## src/sv/sipq_pkg.sv

```systemverilog
// shared constants, codes and types for the sorted insert priority queue
package sipq_pkg;

    localparam int DEPTH      = 16;
    localparam int KEY_W      = 32;
    localparam int CNT_W      = $clog2(DEPTH + 1);
    localparam int CAP_W      = 5;
    localparam int COUNT_W    = 5;
    localparam int STATUS_W   = 2;
    localparam int CMP_W      = (CNT_W > CAP_W) ? CNT_W : CAP_W;
    localparam int IN_TDATA_W = ((KEY_W + 7) / 8) * 8;
    localparam int OUT_RAW_W  = KEY_W + COUNT_W;
    localparam int OUT_TDATA_W = ((OUT_RAW_W + 7) / 8) * 8;

    localparam logic [CAP_W-1:0] CAP_RESET = CAP_W'(16);

    typedef enum logic {
        OP_INSERT = 1'b0,
        OP_REMOVE = 1'b1
    } t_opcode;

    typedef enum logic [STATUS_W-1:0] {
        ST_DONE  = 2'd0,
        ST_FULL  = 2'd1,
        ST_EMPTY = 2'd2
    } t_status;

    // per-cell control from the top level
    typedef struct packed {
        logic occ;       // cell lies below the held count
        logic at_count;  // cell is the first free slot
        logic do_ins;    // accepted insert that goes ahead
        logic do_rem;    // accepted remove that goes ahead
    } t_cell_ctl;

endpackage

```

## src/sv/sipq_cell.sv

```systemverilog
// one cell of the sorted chain: holds a key and shifts with its neighbours
module sipq_cell
    import sipq_pkg::*;
(
    input  logic             i_clk,
    input  t_cell_ctl        i_ctl,
    input  logic [KEY_W-1:0] i_new_key,
    input  logic             i_prev_sel,
    input  logic [KEY_W-1:0] i_prev_key,
    input  logic [KEY_W-1:0] i_next_key,
    output logic             o_sel,
    output logic [KEY_W-1:0] o_key
);

    logic [KEY_W-1:0] r_key;
    logic [KEY_W-1:0] n_key;

    // at or above the insert point: larger held key, or the first free slot
    assign o_sel = (i_ctl.occ && (r_key > i_new_key)) || i_ctl.at_count;
    assign o_key = r_key;

    always_comb begin
        n_key = r_key;
        if (i_ctl.do_ins && o_sel) begin
            n_key = i_prev_sel ? i_prev_key : i_new_key;
        end else if (i_ctl.do_rem) begin
            n_key = i_next_key;
        end
    end

    always_ff @(posedge i_clk) begin
        r_key <= n_key;
    end

endmodule

```

## src/sv/sorted_insert_priority_queue_core.sv

```systemverilog
// top level of the sorted insert priority queue: cell chain, count and result register
//
// usage
//   input words arrive on the s_axis group: tdata holds the key, tuser the
//   opcode (0 insert, 1 remove smallest). each word yields one result word on
//   the m_axis group: tdata holds removed_key in bits 31:0 and entry_count in
//   bits 36:32, tuser holds the status (0 done, 1 store full, 2 store empty).
//   the cfg channel writes capacity_in_use; it is always ready and should be
//   used only while the queue is idle.
// throughput
//   one word per cycle while m_axis takes each result: every cell compares its
//   key against the incoming key in parallel and shifts to its neighbour in the
//   same cycle, so the result is registered on acceptance and a new word can be
//   taken every cycle. the single compare per cell sets the cycle time.
// reset
//   synchronous active-low reset empties the queue (count zero), sets the
//   capacity to 16 and drops any pending result. cell contents are not reset.
// back-pressure
//   while a result waits in the output register and m_axis tready is low,
//   s_axis tready is low; a result taken in the same cycle frees the slot.
module sorted_insert_priority_queue_core
    import sipq_pkg::*;
(
    input  logic                   i_clk,
    input  logic                   i_rst_n,
    // input words
    input  logic                   i_s_axis_tvalid,
    output logic                   o_s_axis_tready,
    input  logic [IN_TDATA_W-1:0]  i_s_axis_tdata,   // key
    input  logic                   i_s_axis_tuser,   // opcode
    // result words
    output logic                   o_m_axis_tvalid,
    input  logic                   i_m_axis_tready,
    output logic [OUT_TDATA_W-1:0] o_m_axis_tdata,   // removed_key, entry_count, zero pad
    output logic [STATUS_W-1:0]    o_m_axis_tuser,   // status
    // capacity register write
    input  logic                   i_cfg_valid,
    output logic                   o_cfg_ready,
    input  logic [CAP_W-1:0]       i_cfg_data
);

    logic [CNT_W-1:0]    r_count;
    logic [CNT_W-1:0]    n_count;
    logic [CAP_W-1:0]    r_cap;
    logic                r_out_valid;
    logic [KEY_W-1:0]    r_out_key;
    logic [KEY_W-1:0]    n_out_key;
    t_status             r_out_status;
    t_status             n_out_status;
    logic [CNT_W-1:0]    r_out_count;

    logic                in_acc;
    logic                is_ins;
    logic                full;
    logic                empty;
    logic                do_ins;
    logic                do_rem;
    logic [KEY_W-1:0]    in_key;

    logic [DEPTH-1:0]    sel;
    logic [KEY_W-1:0]    cell_key [DEPTH];
    t_cell_ctl           cell_ctl [DEPTH];

    // input side is free when the result slot is empty or being emptied
    assign o_s_axis_tready = !r_out_valid || i_m_axis_tready;
    assign in_acc          = i_s_axis_tvalid && o_s_axis_tready;
    assign is_ins          = (t_opcode'(i_s_axis_tuser) == OP_INSERT);
    assign in_key          = i_s_axis_tdata[KEY_W-1:0];
    assign o_cfg_ready     = 1'b1;

    // effective capacity saturates at the chain depth
    assign full  = (CMP_W'(r_count) >= CMP_W'(r_cap)) || (r_count == CNT_W'(DEPTH));
    assign empty = (r_count == '0);

    assign do_ins = in_acc && is_ins && !full;
    assign do_rem = in_acc && !is_ins && !empty;

    // cell chain
    for (genvar g = 0; g < DEPTH; g++) begin : g_cell
        assign cell_ctl[g].occ      = (CNT_W'(g) < r_count);
        assign cell_ctl[g].at_count = (CNT_W'(g) == r_count);
        assign cell_ctl[g].do_ins   = do_ins;
        assign cell_ctl[g].do_rem   = do_rem;

        sipq_cell u_cell (
            .i_clk      (i_clk),
            .i_ctl      (cell_ctl[g]),
            .i_new_key  (in_key),
            .i_prev_sel ((g == 0) ? 1'b0 : sel[(g == 0) ? 0 : g - 1]),
            .i_prev_key (cell_key[(g == 0) ? 0 : g - 1]),
            .i_next_key (cell_key[(g == DEPTH - 1) ? g : g + 1]),
            .o_sel      (sel[g]),
            .o_key      (cell_key[g])
        );
    end

    always_comb begin
        n_count      = r_count;
        n_out_key    = '0;
        n_out_status = ST_DONE;
        if (is_ins) begin
            if (full) begin
                n_out_status = ST_FULL;
            end else begin
                n_count = r_count + CNT_W'(1);
            end
        end else begin
            if (empty) begin
                n_out_status = ST_EMPTY;
            end else begin
                n_out_key = cell_key[0];
                n_count   = r_count - CNT_W'(1);
            end
        end
    end

    always_ff @(posedge i_clk) begin
        if (!i_rst_n) begin
            r_count     <= '0;
            r_cap       <= CAP_RESET;
            r_out_valid <= 1'b0;
        end else begin
            if (i_cfg_valid && o_cfg_ready) begin
                r_cap <= i_cfg_data;
            end
            if (in_acc) begin
                r_count     <= n_count;
                r_out_valid <= 1'b1;
            end else if (i_m_axis_tready) begin
                r_out_valid <= 1'b0;
            end
        end
    end

    // result payload, no reset needed
    always_ff @(posedge i_clk) begin
        if (in_acc) begin
            r_out_key    <= n_out_key;
            r_out_status <= n_out_status;
            r_out_count  <= n_count;
        end
    end

    assign o_m_axis_tvalid = r_out_valid;
    assign o_m_axis_tdata  = OUT_TDATA_W'({COUNT_W'(r_out_count), r_out_key});
    assign o_m_axis_tuser  = r_out_status;

`ifndef SYNTHESIS
    a_count_bound: assert property (@(posedge i_clk) disable iff (!i_rst_n)
        r_count <= CNT_W'(DEPTH))
        else $error("held count exceeds depth");

    a_insert_grows: assert property (@(posedge i_clk) disable iff (!i_rst_n)
        do_ins |=> (r_count == $past(r_count) + CNT_W'(1)))
        else $error("accepted insert did not grow the count");

    a_remove_head: assert property (@(posedge i_clk) disable iff (!i_rst_n)
        do_rem |=> (r_out_key == $past(cell_key[0])) && (r_out_status == ST_DONE))
        else $error("remove did not return the head cell");

    a_empty_zero: assert property (@(posedge i_clk) disable iff (!i_rst_n)
        (r_out_valid && (r_out_status == ST_EMPTY)) |-> (r_out_key == '0))
        else $error("empty remove returned a non-zero key");

    a_full_hold: assert property (@(posedge i_clk) disable iff (!i_rst_n)
        (in_acc && is_ins && full) |=> $stable(r_count))
        else $error("refused insert changed the count");
`endif

endmodule
```

## config.mk

```make
export PLATFORM = sky130hd
export DESIGN_NAME = sorted_insert_priority_queue_core
export DESIGN_NICKNAME = d
export VERILOG_FILES = /design/src/sv/sipq_pkg.sv /design/src/sv/sipq_cell.sv /design/src/sv/sorted_insert_priority_queue_core.sv
export SDC_FILE = /design/constraint.sdc
export NUM_CORES = 2
export LEC_CHECK = 0
export BUFFER_PORTS_ARGS = -buffer_cell sky130_fd_sc_hd__buf_4
export CAP_MARGIN = 0
export CORE_MARGIN = 3
export CORE_UTILIZATION = 40
export DETAILED_ROUTE_END_ITERATION = 12
export MAX_ROUTING_LAYER = met4
export PLACE_DENSITY = 0.53
export SLEW_MARGIN = 20
export SYNTH_ARGS = -nofsm -noshare
export SYNTH_HDL_FRONTEND = slang
export SYNTH_SLANG_ARGS = --single-unit
```

## constraint.sdc

```tcl
create_clock -name i_clk -period 7.05 [get_ports i_clk]
set_clock_uncertainty 0.1 [all_clocks]
set_input_delay 0.3525 -clock i_clk [delete_from_list [all_inputs] [get_ports i_clk]]
set_output_delay 0.3525 -clock i_clk [all_outputs]
set_load 0.005 [all_outputs]
```

==> run summary <==
The initial cell density of the core is 40.6%. In this run the deepest clock path goes through 3 buffers. Setup violations remaining at the end of the flow were counted as 0.

The congestion estimate from routability-driven global placement came to 0.862. The logs give 192 MHz for the fmax and 5339 for the final cell count without fillers. The run finished with clean final reports.

STA classifies the critical path endpoint as a register. The post-synthesis to final-layout area growth came out at 11.5%. The start-to-end type of the worst setup path is register to register. At the pin with the least slew margin, the transition time is 1.16 ns. The kind of launch point of the worst setup path is a register. On the critical path, the stage with the largest delay is an instance of nor2_4. Together, buffers and inverters on the worst path number 2. Detailed placement ended at an HPWL of 97400 um. The I/O pin total was 88; the hold buffer count at cts was 18. After routing the design area is 45600 sq um.

The number of enable flip-flop cells after synthesis works out to 551. The fraction of power consumed by combinational cells came out at 23.8%. Synthesis instantiated 79 different standard cells from the library.

Internal cell power: 7.12 mW. The share of total power dissipated in the clock network is 35.2%. The worst relative slew slack was 22.5%; the max-slew violation count was 0.

The first global-routing pass estimated 198000 um of wire. Port buffering added 83 buffers. The final net count was 4488. Maximum fanout encountered on the critical timing path: 59.

The signal on the critical path passes through inv_1 > ha_1 > nor4bb_1 > a211o_1 > a211oi_4 > nand2_2 > buf_4 > nor2_4 > mux2_2. After the first detailed-routing iteration, the DRC count stood at 2525. TritonCTS built the clock tree. The count of instances resized after the clock tree is built was 0. The first detailed-routing pass ran for 5 iterations.

The die is 326 um wide. The most common cell after layout, fill and taps aside was edfxtp_1. The endpoint required time on the critical path is 7.32 ns, and the site row count is 116.

The share of cells above drive strength 1 is 11.9%. Net switching is 31.9% of the power. The placed instances occupy a cell area of 43100 sq um. In this run the cell area of the synthesized design comes to 40900 sq um. Counting flops with an async set or reset pin after synthesis yields a share of 0%. The leakage power total is 19.5 nW, and the total area of sequential cells is 16800 sq um.

The warning count from the yosys run was 0; the core footprint was 101000 sq um. Leaving out fill and tap cells, the most frequent cells in the layout are 551 x edfxtp_1, 522 x ha_1, 402 x o21ai_0. The detailed router placed 31900 vias in this run. Minimum setup slack among reg-to-reg paths: 1.85 ns. The part of the total power dissipated in sequential elements was 41.0%.

For this run the aggregate overflow at the end of global routing stands at 0. The number of remaining DRC errors came out at 0. Predominant post-synthesis flop cell: edfxtp_1. Setup repair after global routing left no endpoint under its margin. The final critical-path required period came out at 5.20 ns. The total placed cells including tap cells is 5187, and the number of flip-flops and latches in the synthesized netlist is 562. The die is 326 um tall. Averaged over all synthesized cells, the footprint is 10.5 sq um. The maximum vdd ir drop is 174 uV.

The worst stage delay on the critical path is 0.98 ns. For the global routing usage summed across all routing layers, the log shows 24.6%. The H-tree generated during clock tree synthesis spans 3 levels. The initial antenna violation count was 7; the routed length per instance was 24.4 um. For the sum of routed wire length over all layers, the log shows 130000 um. Max-cap violations in this run came to 0.

The switching power total was 3.34 mW; the number of fill cells was 9667. The cell count after synthesis came out at 3891. Data arrives at the worst endpoint at 5.47 ns.

Clock latency on the worst-skew pair: 0.64 ns. Final-layout setup total negative slack: 0 ns. The clock net in this run drives a total of 562 sinks.

After layout, the worst path uses 73.8% of the clock period. In the final layout, the multi-input gates occupy 22900 sq um. TritonCTS created 71 clock buffers. The tree is rooted in a clkbuf_16. The maximum number of pins on one net before global-route repair was 66; the clock transition at the registers of the reported paths was 0.06 ns. Once the clock tree was built, the setup fixing pass inserted 0 buffers.

Cell area power density: 229 nW/um^2. In this design, the largest share of critical-path delay is due to simple AND/OR/NAND/NOR gates. The die area is 106000 sq um, and the remaining number of nets flagged by the antenna check after routing is 0.

The class of the tightest hold or removal check is primary input to register. Using the TritonRoute via totals, the vias-per-cell ratio works out to 5.97. The design draws 10.5 mW. For the number of global-route vias before repair, the log shows 31400. The logs give 41.0% for the sequential share of the synthesized area and 0 for the count of final hold-check violations.
## power groups by stage
stage / Combinational, mW / Sequential, mW / Clock (mW)
CTS: 2.46 / 4.30 / 3.77
finish: 2.49 / 4.30 / 3.69
global placement: 2.40 / 4.37 / 0
floorplan: 1.70 / 4.26 / 0
global route: 2.75 / 4.33 / 3.88
detailed placement: 2.44 / 4.36 / 0
## logic make-up (layout without fill, tap and decap cells)
kind of cell	count (synthesis)	in the layout	synth area share, %
XOR/XNOR	1	1	0.0214
AND/OR/NAND/NOR	919	919	11.2
multiplexers	549	549	13.9
flip-flops	562	562	41.0
buffers and inverters	369	451	3.78
AO/OA/AOI/OAI	967	967	14.1
adder cells (fa/ha/maj)	522	522	16.0
other	2	11	0.0184
## per-layer routing
layer | vias to the layer above | wire length [um] | track usage [%]
met2 | 954 | 57200 | 36.7
met3 | 177 | 7350 | 3.37
met1 | 15700 | 62500 | 35.2
met5 | - | 0 | -
met4 | 0 | 3350 | 6.65
li1 | 15000 | - | -
## worst paths after layout
kind / end / from / cells after the start
worst min register to register: g_cell[15].u_cell.o_key[0] / g_cell[14].u_cell.o_key[0] / 1
worst min-delay path: g_cell[3].u_cell.o_key[19] / i_s_axis_tdata[19] / 3
worst max register to register: g_cell[12].u_cell.o_key[7] / r_count[1] / 9
worst max-delay path: g_cell[12].u_cell.o_key[7] / r_count[1] / 9
## state kept, by name (all words and copies together), names as in the netlist
| register | cells |
|---|---|
| r_cap | 5 |
| r_out_count | 5 |
| g_cell.u_cell.o_key | 512 |
| o_m_axis_tvalid | 1 |
| r_count | 5 |
| r_out_key | 32 |
| o_m_axis_tuser | 2 |
## tightest hold or removal path: stages
cell and delay, ns:
buf_4 0.17, nand3_1 0.08, a31oi_1 0.07
## synth_stat cells (7+ instances only)
cell type	instances	area (sq um)
edfxtp_1	551	16500
ha_1	522	6530
o21ai_0	407	2040
mux2i_1	392	3920
nand2_1	321	1200
a21oi_1	250	1250
mux2_2	156	1760
clkbuf_1	145	544
inv_1	137	514
nand4_1	120	751
nor2_1	112	420
nand3_1	84	420
and3_1	64	400
buf_2	60	300
nor3_1	54	270
nand2b_1	43	269
a31oi_1	41	257
a21o_1	36	270
or3_1	36	225
o31a_1	34	298
o41ai_1	29	254
o21ai_1	24	120
nor2b_1	19	119
nor4_1	19	119
a21boi_0	18	135
o211ai_1	18	135
buf_4	17	128
a211oi_1	14	105
a22oi_1	11	82.6
dfxtp_1	11	220
a211o_1	9	78.8
o21a_1	9	67.6
or4_1	9	67.6
a2111o_1	8	90.1
a2111oi_0	7	61.3
## layout make-up
cell class,instances,share of cell area [%]
clock inverter,29,0.535
antenna,7,0.0384
multi-input combinational,2962,50.1
timing repair buffer,189,3.30
inverter,137,1.13
clock buffer,96,4.42
tap,1357,3.72
sequential,562,36.7
## stage by stage
stage	hold WS, ns	util (%)	setup WS [ns]
5_1_grt	0.125	45.3	1.62
2_1_floorplan	0.379	-	1.79
4_1_cts	0.0897	45.2	1.86
6_report	0.119	45.3	1.85
3_5_place_dp	0.406	42.8	1.83
3_3_place_gp	0.401	42.8	1.76
(Power assumes the default switching activity.)
